===== src/bia_pkg.sv =====
// Shared types, constants and helper functions of the bitmap id allocator.
`timescale 1ns / 1ps
`default_nettype none

package bia_pkg;

  // Identifier space and bitmap geometry
  localparam int ID_COUNT  = 1024;
  localparam int ID_W      = $clog2(ID_COUNT);
  localparam int TOTAL_W   = ID_W + 1;
  localparam int WORD_W    = 32;
  localparam int BIT_W     = $clog2(WORD_W);
  localparam int WORD_CNT  = ID_COUNT / WORD_W;
  localparam int WADDR_W   = $clog2(WORD_CNT);
  localparam int HINT_W    = 32;
  localparam int DIVD_W    = HINT_W - 1;
  localparam int DIV_CNT_W = $clog2(DIVD_W);
  localparam int CFG_IDX_W = 1;

  localparam logic [WORD_W-1:0]  WORD_ONES = {WORD_W{1'b1}};
  localparam logic [WORD_W-1:0]  WORD_LSB  = WORD_W'(1);
  localparam logic [TOTAL_W-1:0] TOTAL_MAX = TOTAL_W'(ID_COUNT);

  typedef enum logic {
    OP_ALLOC = 1'b0,
    OP_FREE  = 1'b1
  } bia_op_t;

  typedef enum logic {
    FIT_FIRST = 1'b0,
    FIT_NEXT  = 1'b1
  } bia_fit_t;

  typedef enum logic {
    ST_OK       = 1'b0,
    ST_NO_SPACE = 1'b1
  } bia_status_t;

  typedef enum logic [CFG_IDX_W-1:0] {
    CFG_FIT_MODE = 1'b0,
    CFG_ID_TOTAL = 1'b1
  } bia_cfg_idx_t;

  typedef enum logic [2:0] {
    S_IDLE,
    S_DIV,
    S_SCAN,
    S_FREE_RD,
    S_FREE_WR,
    S_RESP
  } bia_state_t;

  // One read and one write port command to the bitmap store
  typedef struct packed {
    logic               rd_en;
    logic [WADDR_W-1:0] rd_word;
    logic               wr_en;
    logic [WADDR_W-1:0] wr_word;
    logic [WORD_W-1:0]  wr_data;
  } bia_mem_cmd_t;

  // Lowest set bit of a word; zero when the word is empty
  function automatic logic [BIT_W-1:0] lowest_set(input logic [WORD_W-1:0] v);
    logic [BIT_W-1:0] idx;
    idx = '0;
    for (int i = WORD_W - 1; i >= 0; i--) begin
      if (v[i]) begin
        idx = BIT_W'(i);
      end
    end
    return idx;
  endfunction

endpackage

`default_nettype wire


===== src/bia_if.sv =====
// Request and response channel interfaces of the bitmap id allocator.
`timescale 1ns / 1ps
`default_nettype none

interface bia_req_if;
  logic                        valid;
  logic                        ready;
  logic                        operation;
  logic [bia_pkg::HINT_W-1:0]  start_hint;
  logic [bia_pkg::ID_W-1:0]    free_id;

  modport source (output valid, operation, start_hint, free_id, input ready);
  modport sink   (input valid, operation, start_hint, free_id, output ready);
endinterface

interface bia_rsp_if;
  logic                        valid;
  logic                        ready;
  logic                        status;
  logic [bia_pkg::ID_W-1:0]    allocated_id;

  modport source (output valid, status, allocated_id, input ready);
  modport sink   (input valid, status, allocated_id, output ready);
endinterface

`default_nettype wire


===== src/bia_mod_unit.sv =====
// Iterative restoring remainder unit: hint modulo total, one quotient bit a cycle.
`timescale 1ns / 1ps
`default_nettype none

module bia_mod_unit (
  input  wire logic                          clk,
  input  wire logic                          rst_n,
  input  wire logic                          start,
  input  wire logic [bia_pkg::DIVD_W-1:0]    dividend,
  input  wire logic [bia_pkg::TOTAL_W-1:0]   divisor,
  output logic                               done,
  output logic [bia_pkg::ID_W-1:0]           rem
);

  logic                              run_r, run_nxt;
  logic                              done_r, done_nxt;
  logic [bia_pkg::DIV_CNT_W-1:0]     cnt_r, cnt_nxt;
  logic [bia_pkg::DIVD_W-1:0]        quo_r, quo_nxt;
  logic [bia_pkg::ID_W-1:0]          rem_r, rem_nxt;
  logic [bia_pkg::TOTAL_W-1:0]       trial;

  // Shift in the next dividend bit and subtract the divisor when it fits
  always_comb begin
    run_nxt  = run_r;
    done_nxt = 1'b0;
    cnt_nxt  = cnt_r;
    quo_nxt  = quo_r;
    rem_nxt  = rem_r;
    trial    = {rem_r, quo_r[bia_pkg::DIVD_W-1]};
    if (start) begin
      run_nxt = 1'b1;
      cnt_nxt = bia_pkg::DIV_CNT_W'(bia_pkg::DIVD_W - 1);
      quo_nxt = dividend;
      rem_nxt = '0;
    end else if (run_r) begin
      quo_nxt = quo_r << 1;
      if (trial >= divisor) begin
        rem_nxt = bia_pkg::ID_W'(trial - divisor);
      end else begin
        rem_nxt = trial[bia_pkg::ID_W-1:0];
      end
      if (cnt_r == '0) begin
        run_nxt  = 1'b0;
        done_nxt = 1'b1;
      end else begin
        cnt_nxt = cnt_r - 1'b1;
      end
    end
  end

  always_ff @(posedge clk) begin
    if (!rst_n) begin
      run_r  <= 1'b0;
      done_r <= 1'b0;
    end else begin
      run_r  <= run_nxt;
      done_r <= done_nxt;
    end
  end

  always_ff @(posedge clk) begin
    cnt_r <= cnt_nxt;
    quo_r <= quo_nxt;
    rem_r <= rem_nxt;
  end

  assign done = done_r;
  assign rem  = rem_r;

endmodule

`default_nettype wire


===== src/bia_bitmap.sv =====
// Word-organized store of used marks with one valid bit per word for reset clearing.
`timescale 1ns / 1ps
`default_nettype none

module bia_bitmap (
  input  wire logic                         clk,
  input  wire logic                         rst_n,
  input  wire bia_pkg::bia_mem_cmd_t        cmd,
  output logic [bia_pkg::WORD_W-1:0]        q
);

  logic [bia_pkg::WORD_W-1:0]   mem [bia_pkg::WORD_CNT];
  logic [bia_pkg::WORD_CNT-1:0] row_vld_r, row_vld_nxt;
  logic [bia_pkg::WORD_W-1:0]   q_raw_r;
  logic                         q_vld_r;

  // Mark a word as holding real data once it is written
  always_comb begin
    row_vld_nxt = row_vld_r;
    if (cmd.wr_en) begin
      row_vld_nxt[cmd.wr_word] = 1'b1;
    end
  end

  always_ff @(posedge clk) begin
    if (!rst_n) begin
      row_vld_r <= '0;
    end else begin
      row_vld_r <= row_vld_nxt;
    end
  end

  // Write and registered read of the store
  always_ff @(posedge clk) begin
    if (cmd.wr_en) begin
      mem[cmd.wr_word] <= cmd.wr_data;
    end
  end

  always_ff @(posedge clk) begin
    if (cmd.rd_en) begin
      q_raw_r <= mem[cmd.rd_word];
      q_vld_r <= row_vld_r[cmd.rd_word];
    end
  end

  // A word never written since reset reads as all free
  assign q = q_vld_r ? q_raw_r : '0;

endmodule

`default_nettype wire


===== src/bitmap_id_allocator_unit.sv =====
// Top level of the bitmap id allocator: sequencer, configuration and response register.
`timescale 1ns / 1ps
`default_nettype none

// Hands out and takes back identifiers from a bitmap of used marks, one request
// at a time. An allocate request first reduces its start hint modulo the
// configured total in a bit-serial remainder unit, then scans the bitmap one
// 32-bit word per cycle through a single registered read port. An allocate
// visits at most 32 words per pass; a next-fit miss adds a second pass. A hint
// of 2^31 or more answers with no space and skips the remainder unit, and a
// free request reads the word, clears the bit, writes it back and responds.
// The bitmap is clear right after reset, with no clearing pass. A new request
// is taken only when the previous one has finished; a finished response waits
// in the output register until taken.
module bitmap_id_allocator_unit (
  input  wire logic                            clk,
  input  wire logic                            rst_n,
  bia_req_if.sink                              in_req,
  bia_rsp_if.source                            out_rsp,
  input  wire logic                            cfg_wr_en,
  input  wire logic [bia_pkg::CFG_IDX_W-1:0]   cfg_index,
  input  wire logic [bia_pkg::TOTAL_W-1:0]     cfg_wr_data
);

  bia_pkg::bia_state_t            state_r, state_nxt;
  bia_pkg::bia_fit_t              fit_mode_r, fit_mode_nxt;
  logic [bia_pkg::TOTAL_W-1:0]    id_total_r, id_total_nxt;
  logic [bia_pkg::TOTAL_W-1:0]    eff_total;
  logic [bia_pkg::ID_W-1:0]       last_id;

  logic [bia_pkg::ID_W-1:0]       cursor_r, cursor_nxt;
  logic [bia_pkg::ID_W-1:0]       start_r, start_nxt;
  logic [bia_pkg::ID_W-1:0]       from_r, from_nxt;
  logic                           retry_r, retry_nxt;
  logic [bia_pkg::ID_W-1:0]       free_id_r, free_id_nxt;
  logic [bia_pkg::WADDR_W-1:0]    rd_word_r, rd_word_nxt;
  logic [bia_pkg::WADDR_W-1:0]    chk_word_r, chk_word_nxt;
  logic                           chk_vld_r, chk_vld_nxt;
  bia_pkg::bia_status_t           res_status_r, res_status_nxt;
  logic [bia_pkg::ID_W-1:0]       res_id_r, res_id_nxt;

  logic                           out_valid_r, out_valid_nxt;
  bia_pkg::bia_status_t           out_status_r, out_status_nxt;
  logic [bia_pkg::ID_W-1:0]       out_id_r, out_id_nxt;

  logic                           in_fire;
  logic                           div_start;
  logic                           div_done;
  logic [bia_pkg::ID_W-1:0]       div_rem;
  bia_pkg::bia_mem_cmd_t          mem_cmd;
  logic [bia_pkg::WORD_W-1:0]     mem_q;
  logic [bia_pkg::WORD_W-1:0]     from_mask;
  logic [bia_pkg::WORD_W-1:0]     top_mask;
  logic [bia_pkg::WORD_W-1:0]     free_bits;
  logic [bia_pkg::BIT_W-1:0]      hit_bit;
  logic [bia_pkg::ID_W-1:0]       div_from;

  // Out-of-range totals act as the full id space
  assign eff_total = (id_total_r == '0 || id_total_r > bia_pkg::TOTAL_MAX) ?
                     bia_pkg::TOTAL_MAX : id_total_r;
  assign last_id   = bia_pkg::ID_W'(eff_total - 1'b1);

  assign in_req.ready = (state_r == bia_pkg::S_IDLE);
  assign in_fire      = in_req.valid && in_req.ready;

  assign out_rsp.valid        = out_valid_r;
  assign out_rsp.status       = out_status_r;
  assign out_rsp.allocated_id = out_id_r;

  bia_mod_unit u_mod (
    .clk      (clk),
    .rst_n    (rst_n),
    .start    (div_start),
    .dividend (in_req.start_hint[bia_pkg::DIVD_W-1:0]),
    .divisor  (eff_total),
    .done     (div_done),
    .rem      (div_rem)
  );

  bia_bitmap u_bitmap (
    .clk   (clk),
    .rst_n (rst_n),
    .cmd   (mem_cmd),
    .q     (mem_q)
  );

  // Keep only free marks at or above the scan origin and below the total
  assign from_mask = (chk_word_r == from_r[bia_pkg::ID_W-1:bia_pkg::BIT_W]) ?
                     (bia_pkg::WORD_ONES << from_r[bia_pkg::BIT_W-1:0]) : bia_pkg::WORD_ONES;
  assign top_mask  = (chk_word_r == last_id[bia_pkg::ID_W-1:bia_pkg::BIT_W]) ?
                     (bia_pkg::WORD_ONES >>
                      (bia_pkg::BIT_W'(bia_pkg::WORD_W - 1) - last_id[bia_pkg::BIT_W-1:0])) :
                     bia_pkg::WORD_ONES;
  assign free_bits = ~mem_q & from_mask & top_mask;
  assign hit_bit   = bia_pkg::lowest_set(free_bits);

  // Next-fit begins at the larger of the start point and the cursor
  assign div_from = (fit_mode_r == bia_pkg::FIT_NEXT && cursor_r > div_rem) ?
                    cursor_r : div_rem;

  // Configuration writes
  always_comb begin
    fit_mode_nxt = fit_mode_r;
    id_total_nxt = id_total_r;
    if (cfg_wr_en) begin
      case (bia_pkg::bia_cfg_idx_t'(cfg_index))
        bia_pkg::CFG_FIT_MODE: fit_mode_nxt = bia_pkg::bia_fit_t'(cfg_wr_data[0]);
        bia_pkg::CFG_ID_TOTAL: id_total_nxt = cfg_wr_data;
        default: ;
      endcase
    end
  end

  // Sequencer: next state, bitmap commands and response
  always_comb begin
    state_nxt      = state_r;
    cursor_nxt     = cursor_r;
    start_nxt      = start_r;
    from_nxt       = from_r;
    retry_nxt      = retry_r;
    free_id_nxt    = free_id_r;
    rd_word_nxt    = rd_word_r;
    chk_word_nxt   = chk_word_r;
    chk_vld_nxt    = chk_vld_r;
    res_status_nxt = res_status_r;
    res_id_nxt     = res_id_r;
    out_valid_nxt  = out_valid_r && !out_rsp.ready;
    out_status_nxt = out_status_r;
    out_id_nxt     = out_id_r;
    div_start      = 1'b0;
    mem_cmd        = '0;

    case (state_r)
      bia_pkg::S_IDLE: begin
        if (in_fire) begin
          res_status_nxt = bia_pkg::ST_OK;
          res_id_nxt     = '0;
          if (bia_pkg::bia_op_t'(in_req.operation) == bia_pkg::OP_FREE) begin
            free_id_nxt = in_req.free_id;
            if ({1'b0, in_req.free_id} < eff_total) begin
              state_nxt = bia_pkg::S_FREE_RD;
            end else begin
              state_nxt = bia_pkg::S_RESP;
            end
          end else if (in_req.start_hint[bia_pkg::HINT_W-1]) begin
            res_status_nxt = bia_pkg::ST_NO_SPACE;
            state_nxt      = bia_pkg::S_RESP;
          end else begin
            div_start = 1'b1;
            state_nxt = bia_pkg::S_DIV;
          end
        end
      end

      bia_pkg::S_DIV: begin
        if (div_done) begin
          start_nxt   = div_rem;
          chk_vld_nxt = 1'b0;
          if (fit_mode_r == bia_pkg::FIT_NEXT && {1'b0, div_from} >= eff_total) begin
            // Cursor at or beyond the total: the first pass cannot hit, go straight to retry
            cursor_nxt = div_rem;
            from_nxt   = div_rem;
            retry_nxt  = 1'b0;
          end else begin
            from_nxt   = div_from;
            retry_nxt  = (fit_mode_r == bia_pkg::FIT_NEXT);
          end
          rd_word_nxt = from_nxt[bia_pkg::ID_W-1:bia_pkg::BIT_W];
          state_nxt   = bia_pkg::S_SCAN;
        end
      end

      bia_pkg::S_SCAN: begin
        // Stream one word read per cycle, check the word read last cycle
        mem_cmd.rd_en   = 1'b1;
        mem_cmd.rd_word = rd_word_r;
        rd_word_nxt     = rd_word_r + 1'b1;
        chk_word_nxt    = rd_word_r;
        chk_vld_nxt     = 1'b1;
        if (chk_vld_r) begin
          if (|free_bits) begin
            mem_cmd.wr_en   = 1'b1;
            mem_cmd.wr_word = chk_word_r;
            mem_cmd.wr_data = mem_q | (bia_pkg::WORD_LSB << hit_bit);
            cursor_nxt      = {chk_word_r, hit_bit};
            res_status_nxt  = bia_pkg::ST_OK;
            res_id_nxt      = {chk_word_r, hit_bit};
            state_nxt       = bia_pkg::S_RESP;
          end else if (chk_word_r == last_id[bia_pkg::ID_W-1:bia_pkg::BIT_W]) begin
            if (retry_r) begin
              cursor_nxt  = start_r;
              from_nxt    = start_r;
              retry_nxt   = 1'b0;
              rd_word_nxt = start_r[bia_pkg::ID_W-1:bia_pkg::BIT_W];
              chk_vld_nxt = 1'b0;
            end else begin
              res_status_nxt = bia_pkg::ST_NO_SPACE;
              res_id_nxt     = '0;
              state_nxt      = bia_pkg::S_RESP;
            end
          end
        end
      end

      bia_pkg::S_FREE_RD: begin
        mem_cmd.rd_en   = 1'b1;
        mem_cmd.rd_word = free_id_r[bia_pkg::ID_W-1:bia_pkg::BIT_W];
        state_nxt       = bia_pkg::S_FREE_WR;
      end

      bia_pkg::S_FREE_WR: begin
        mem_cmd.wr_en   = 1'b1;
        mem_cmd.wr_word = free_id_r[bia_pkg::ID_W-1:bia_pkg::BIT_W];
        mem_cmd.wr_data = mem_q & ~(bia_pkg::WORD_LSB << free_id_r[bia_pkg::BIT_W-1:0]);
        state_nxt       = bia_pkg::S_RESP;
      end

      bia_pkg::S_RESP: begin
        // Hold until the output register is free
        if (!out_valid_r || out_rsp.ready) begin
          out_valid_nxt  = 1'b1;
          out_status_nxt = res_status_r;
          out_id_nxt     = res_id_r;
          state_nxt      = bia_pkg::S_IDLE;
        end
      end

      default: state_nxt = bia_pkg::S_IDLE;
    endcase
  end

  always_ff @(posedge clk) begin
    if (!rst_n) begin
      state_r     <= bia_pkg::S_IDLE;
      fit_mode_r  <= bia_pkg::FIT_FIRST;
      id_total_r  <= bia_pkg::TOTAL_MAX;
      cursor_r    <= '0;
      chk_vld_r   <= 1'b0;
      retry_r     <= 1'b0;
      out_valid_r <= 1'b0;
    end else begin
      state_r     <= state_nxt;
      fit_mode_r  <= fit_mode_nxt;
      id_total_r  <= id_total_nxt;
      cursor_r    <= cursor_nxt;
      chk_vld_r   <= chk_vld_nxt;
      retry_r     <= retry_nxt;
      out_valid_r <= out_valid_nxt;
    end
  end

  always_ff @(posedge clk) begin
    start_r      <= start_nxt;
    from_r       <= from_nxt;
    free_id_r    <= free_id_nxt;
    rd_word_r    <= rd_word_nxt;
    chk_word_r   <= chk_word_nxt;
    res_status_r <= res_status_nxt;
    res_id_r     <= res_id_nxt;
    out_status_r <= out_status_nxt;
    out_id_r     <= out_id_nxt;
  end

  // A new response is loaded only from the response state
  a_resp_from_resp_state: assert property (@(posedge clk) disable iff (!rst_n)
    $rose(out_valid_r) |-> $past(state_r) == bia_pkg::S_RESP)
    else $error("response raised outside the response state");

  // A failed request never carries an identifier
  a_no_space_zero_id: assert property (@(posedge clk) disable iff (!rst_n)
    (out_valid_r && out_status_r == bia_pkg::ST_NO_SPACE) |-> out_id_r == '0)
    else $error("no-space response with nonzero id");

  // Bitmap writes come only from a scan hit or a free update
  a_write_states: assert property (@(posedge clk) disable iff (!rst_n)
    mem_cmd.wr_en |-> (state_r == bia_pkg::S_SCAN || state_r == bia_pkg::S_FREE_WR))
    else $error("bitmap written outside scan or free");

  // The remainder unit finishes only while the sequencer waits on it
  a_div_done_state: assert property (@(posedge clk) disable iff (!rst_n)
    div_done |-> state_r == bia_pkg::S_DIV)
    else $error("remainder done outside divide state");

endmodule

`default_nettype wire

===== src/flat_wrapper.sv =====
// flat-port wrapper written by rule: the top's interface ports become plain ports
module bitmap_id_allocator_unit_flat 
  (clk, rst_n, cfg_wr_en, cfg_index, cfg_wr_data, in_req_valid, in_req_operation, in_req_start_hint, in_req_free_id, in_req_ready, out_rsp_valid, out_rsp_status, out_rsp_allocated_id, out_rsp_ready);
  bia_req_if in_req_i ();
  bia_rsp_if out_rsp_i ();
  input  wire logic clk;
  input  wire logic rst_n;
  input  wire logic cfg_wr_en;
  input  wire logic [bia_pkg::CFG_IDX_W-1:0] cfg_index;
  input  wire logic [bia_pkg::TOTAL_W-1:0] cfg_wr_data;
  input wire logic [$bits(in_req_i.valid)-1:0] in_req_valid;
  input wire logic [$bits(in_req_i.operation)-1:0] in_req_operation;
  input wire logic [$bits(in_req_i.start_hint)-1:0] in_req_start_hint;
  input wire logic [$bits(in_req_i.free_id)-1:0] in_req_free_id;
  output wire logic [$bits(in_req_i.ready)-1:0] in_req_ready;
  output wire logic [$bits(out_rsp_i.valid)-1:0] out_rsp_valid;
  output wire logic [$bits(out_rsp_i.status)-1:0] out_rsp_status;
  output wire logic [$bits(out_rsp_i.allocated_id)-1:0] out_rsp_allocated_id;
  input wire logic [$bits(out_rsp_i.ready)-1:0] out_rsp_ready;
  assign in_req_i.valid = in_req_valid;
  assign in_req_i.operation = in_req_operation;
  assign in_req_i.start_hint = in_req_start_hint;
  assign in_req_i.free_id = in_req_free_id;
  assign in_req_ready = in_req_i.ready;
  assign out_rsp_valid = out_rsp_i.valid;
  assign out_rsp_status = out_rsp_i.status;
  assign out_rsp_allocated_id = out_rsp_i.allocated_id;
  assign out_rsp_i.ready = out_rsp_ready;
  bitmap_id_allocator_unit u_core (.clk(clk), .rst_n(rst_n), .in_req(in_req_i), .out_rsp(out_rsp_i), .cfg_wr_en(cfg_wr_en), .cfg_index(cfg_index), .cfg_wr_data(cfg_wr_data));
endmodule

===== config.mk =====
export PLATFORM = sky130hd
export DESIGN_NAME = bitmap_id_allocator_unit_flat
export DESIGN_NICKNAME = d
export VERILOG_FILES = /design/src/bia_pkg.sv /design/src/bia_if.sv /design/src/bia_mod_unit.sv /design/src/bia_bitmap.sv /design/src/bitmap_id_allocator_unit.sv /design/src/flat_wrapper.sv
export SDC_FILE = /design/constraint.sdc
export NUM_CORES = 1
export LEC_CHECK = 0
export BUFFER_PORTS_ARGS = -buffer_cell sky130_fd_sc_hd__buf_2
export CAP_MARGIN = 20
export CORE_MARGIN = 2
export CORE_UTILIZATION = 45
export DETAILED_ROUTE_END_ITERATION = 12
export PLACE_DENSITY = 0.6
export RECOVER_POWER = 50
export SYNTH_ARGS = -nofsm -noshare
export SYNTH_HDL_FRONTEND = slang
export SYNTH_HIERARCHICAL = 1
export SYNTH_SLANG_ARGS = --single-unit

===== constraint.sdc =====
create_clock -name clk -period 9.8 [get_ports clk]
set_clock_uncertainty 0.15 [all_clocks]
set_input_delay 1.96 -clock clk [delete_from_list [all_inputs] [get_ports clk]]
set_output_delay 1.96 -clock clk [all_outputs]
set_load 0.005 [all_outputs]

==> results.md <==
- CP Data Arrival Time: 8.14 ns
- Initial antenna violation count: 3
- Final core occ: ~50%
- Synth Net Count: 3750
- Fin. max-slew vios: 1182
- Number of synthesized register bits: about 1200
- Grt ovf: 0
- Die area: about 0.12 mm^2
- Wl on met1: slightly above 60 mm
- Synthesized area: 0.0530 mm^2
- Placed cell count: 5092
- Nets: 3822
- First-pass GRT wire length: 204 mm
- Vias in the first global route: ~31000
- CTS Buf Count: ~130
- Die height: between 300 and 400 um
- Post-synth top flop: edfxtp_1
- Crit path max fanout: 32
- Crit path launch type: flop
- Multi-input logic area: 0.0158 mm^2
- DR WL/cell: 26.0 um
- CP Data Required Time: 9.78 ns
- RSZ-0062 raised after global routing: no
- Post-place setup slack: around 2.1 ns
- Hold_sp: u_core/res_id_r[2]$_SDFFCE_PN0P_
- Initial Util: between 40% and 50%
- DRC viols: 0
- H-Tree Level Count: 4
- Async S/R FF share, synth: 0%
- Post-CTS Setup Repair Bufs: 0
- WHS: 0.267 ns
- FF-to-FF path depth: 15
- Vias: roughly 31000
- Hold Vio Cnt, Final: 0
- R2R setup slack: 1.64 ns
- Total power: 14.4 mW
- Worst min path class: flop to flop
- Setup ws final: 1.64 ns
- Post-synth EDFFs: 1150
- Design area: 0.0597 mm^2
- Hold_buf cts: 0
- Max Used Layer: met5
- Tmin final: 8.16 ns
- Crit. End Element: flop
- Non-filler instance count after layout: 5349
- Dpl hpwl: 87.2 mm
- Post-route ant nets: 0
- FF/Latch Area: 0.0361 mm^2
- Core Area: about 0.12 mm^2
- Final period utilization: between 80% and 90%
- Fill count: just under 10000
- Max Clock Freq: 0.122 GHz
- Final Setup Violations: 0
- CTS tree: built
- Clock root buffer master: clkbuf_16
- Sequential cell area fraction in the yosys report: between 60% and 70%
- Yosys cell types: 106
- DRT iter0 DRCs: 2958
- Fin Setup TNS: 0 ns
- Post_cts resized: 0
- Share of cells above drive strength 1: a little over a tenth
- Placed cell area: 0.0553 mm^2
- WS Path Type: flop to flop
- Syn avg cell area: 14.5 um^2
- Buffers added on ports: 72
- Clk_lat worst skew: 0.77 ns
- Status: finished, violations left
- Area delta synth->final: 12.6%
- Failing checks: capacitance limit, slew limit
- Clock sink total: 1227
- Max-slew headroom: -141%
- DR WL met2: between 60 and 70 mm
- DRT Pass-1 Iters: 6
- Routability Congestion: 0.911
- Ys Warns: 6
- Maximum root-to-sink buffer count: 3
- CTS clock-pin slew for the worst setup and hold paths: 0.05 ns
- Hold Path Depth: 0
- Aggregate global-route resource usage: 22.8%
- Row count: approximately 130
- Die width: 347 um
- P per Cell Area: 242 mW/mm^2
- Syn Inst Count: 3644
- Vias per std cell: 5.88
- Actual slew at the worst max-slew pin: 3.61 ns
- Reg2reg end: u_core/u_bitmap/mem[3][22]$_DFFE_PP_
- WL final: 139 mm
- Maximum Capacitance Violations: 34
- Worst hold endpoint: u_core/out_rsp.allocated_id[2]$_DFFE_PP_
- LEAKAGE: 18.5 nW
- Pin count of the biggest net entering global routing: 128
- Worst R2R Start: u_core/id_total_r[10]$_SDFFE_PN1P_
- Io pins: 73
- VDD IR-drop max: 0.000180 V
- Met3 routed WL: 9.39 mm
[sequential cells by signal, indices dropped and copies added, names as in the netlist, 3 cells and up]
| signal | cells |
|---|---|
| u_core/u_mod/quo_r | 31 |
| u_core/state_r | 3 |
| u_core/from_r | 10 |
| u_core/start_r | 10 |
| u_core/rd_word_r | 5 |
| u_core/u_mod/cnt_r | 5 |
| u_core/out_rsp.allocated_id | 10 |
| u_core/free_id_r | 10 |
| u_core/res_id_r | 10 |
| u_core/u_bitmap/row_vld_r | 32 |
| u_core/cursor_r | 10 |
| u_core/chk_word_r | 5 |
| u_core/u_mod/rem | 10 |
| u_core/u_bitmap/mem | 1024 |
| u_core/u_bitmap/q_raw_r | 32 |
| u_core/id_total_r | 11 |
[per-layer routing]
metal  GRT usage [%]  up-vias
met5               0        -
met4            7.18        2
met3            4.93      239
met2            35.8     1018
met1            31.6    15900
li1                -    14300
[Yosys cell counts (68+ instances only)]
cell type	n	area, um^2
a22o_1	81	709
o21ai_0	68	340
mux2i_1	557	5580
dfxtp_1	77	1540
edfxtp_1	1150	34500
inv_1	76	285
a21oi_1	195	976
nand2_1	211	792
a22oi_1	106	796
nand3_1	123	616
clkbuf_1	92	345
nor2_1	116	435
[logic make-up (layout without fill, tap and decap cells)]
| kind of cell | count (synthesis) | after routing | share of synthesized area (%) |
|---|---|---|---|
| adder cells (fa/ha/maj) | 46 | 46 | 1.10 |
| multiplexers | 590 | 590 | 11.2 |
| XOR/XNOR | 22 | 22 | 0.378 |
| flip-flops | 1227 | 1227 | 68.1 |
| AO/OA/AOI/OAI | 728 | 728 | 9.33 |
| AND/OR/NAND/NOR | 742 | 742 | 7.07 |
| other | 0 | 1 | 0 |
| buffers and inverters | 289 | 469 | 2.82 |
[worst max-delay path by stage]
stage | to | start | depth (start not counted) | slack, ns
after floorplan | u_core/u_bitmap/mem[28][0]$_DFFE_PP_ | u_core/id_total_r[10]$_SDFFE_PN1P_ | 18 | 2.83
after global placement | u_core/u_bitmap/mem[18][28]$_DFFE_PP_ | u_core/id_total_r[10]$_SDFFE_PN1P_ | 14 | 2.14
after detailed placement | u_core/u_bitmap/mem[10][24]$_DFFE_PP_ | u_core/id_total_r[10]$_SDFFE_PN1P_ | 14 | 2.11
after CTS | u_core/u_bitmap/mem[10][0]$_DFFE_PP_ | u_core/id_total_r[10]$_SDFFE_PN1P_ | 14 | 2.09
after global routing | u_core/u_bitmap/mem[20][12]$_DFFE_PP_ | u_core/id_total_r[10]$_SDFFE_PN1P_ | 15 | 0.95
final | u_core/u_bitmap/mem[3][22]$_DFFE_PP_ | u_core/id_total_r[10]$_SDFFE_PN1P_ | 15 | 1.64
[cells in the final DEF, fill, tap and decap left out, types with 12 or more instances in the layout]
cell type / instances
edfxtp_1: 1150
mux2i_1: 557
nand2_1: 210
a21oi_1: 190
clkbuf_16: 137
nand3_1: 123
a22oi_1: 106
nor2_1: 82
a22o_1: 81
dfxtp_1: 77
inv_1: 76
clkbuf_1: 75
o21ai_0: 68
nor3_1: 58
a31oi_1: 56
buf_2: 51
and2_1: 46
ha_1: 45
o21a_1: 43
nand2b_1: 38
nor2_4: 34
mux2_2: 33
clkinv_1: 31
a21o_1: 24
buf_4: 24
a211oi_1: 20
o22ai_1: 19
buf_16: 16
and3_1: 15
nor2b_1: 15
clkinv_2: 14
or3_1: 14
or2_2: 14
a21boi_0: 14
nand3b_1: 12
[final cells by class]
type | count | area share (%)
timing repair buffer | 150 | 2.16
inverter | 76 | 0.478
clock inverter | 72 | 1.27
multi-input combinational | 2128 | 26.4
sequential | 1227 | 60.4
antenna | 1 | 0.00419
clock buffer | 171 | 6.06
tap | 1524 | 3.19
[worst max-delay path: stages, from the launching register on]
cell and delay, ns:
dfxtp_1 0.78, nand2b_1 0.32, ha_1 0.45, or3b_1 0.41, a221oi_1 0.28, clkbuf_1 0.63
nor2_1 0.28, o21ai_0 0.24, a221oi_1 0.12, a221oi_1 0.28, o21ai_0 0.17, a211oi_1 0.25
o21ai_0 0.18, clkbuf_1 0.41, a21o_1 0.36, o21ai_1 2.18
[where the power goes]
| group | internal (mW) | switching (mW) | leakage [nW] |
|---|---|---|---|
| clock | 2.89 | 2.05 | 2.12 |
| sequential | 6.07 | 0.162 | 10.6 |
| combinational | 1.07 | 2.20 | 5.77 |
Power figures use the tool's default switching activity.
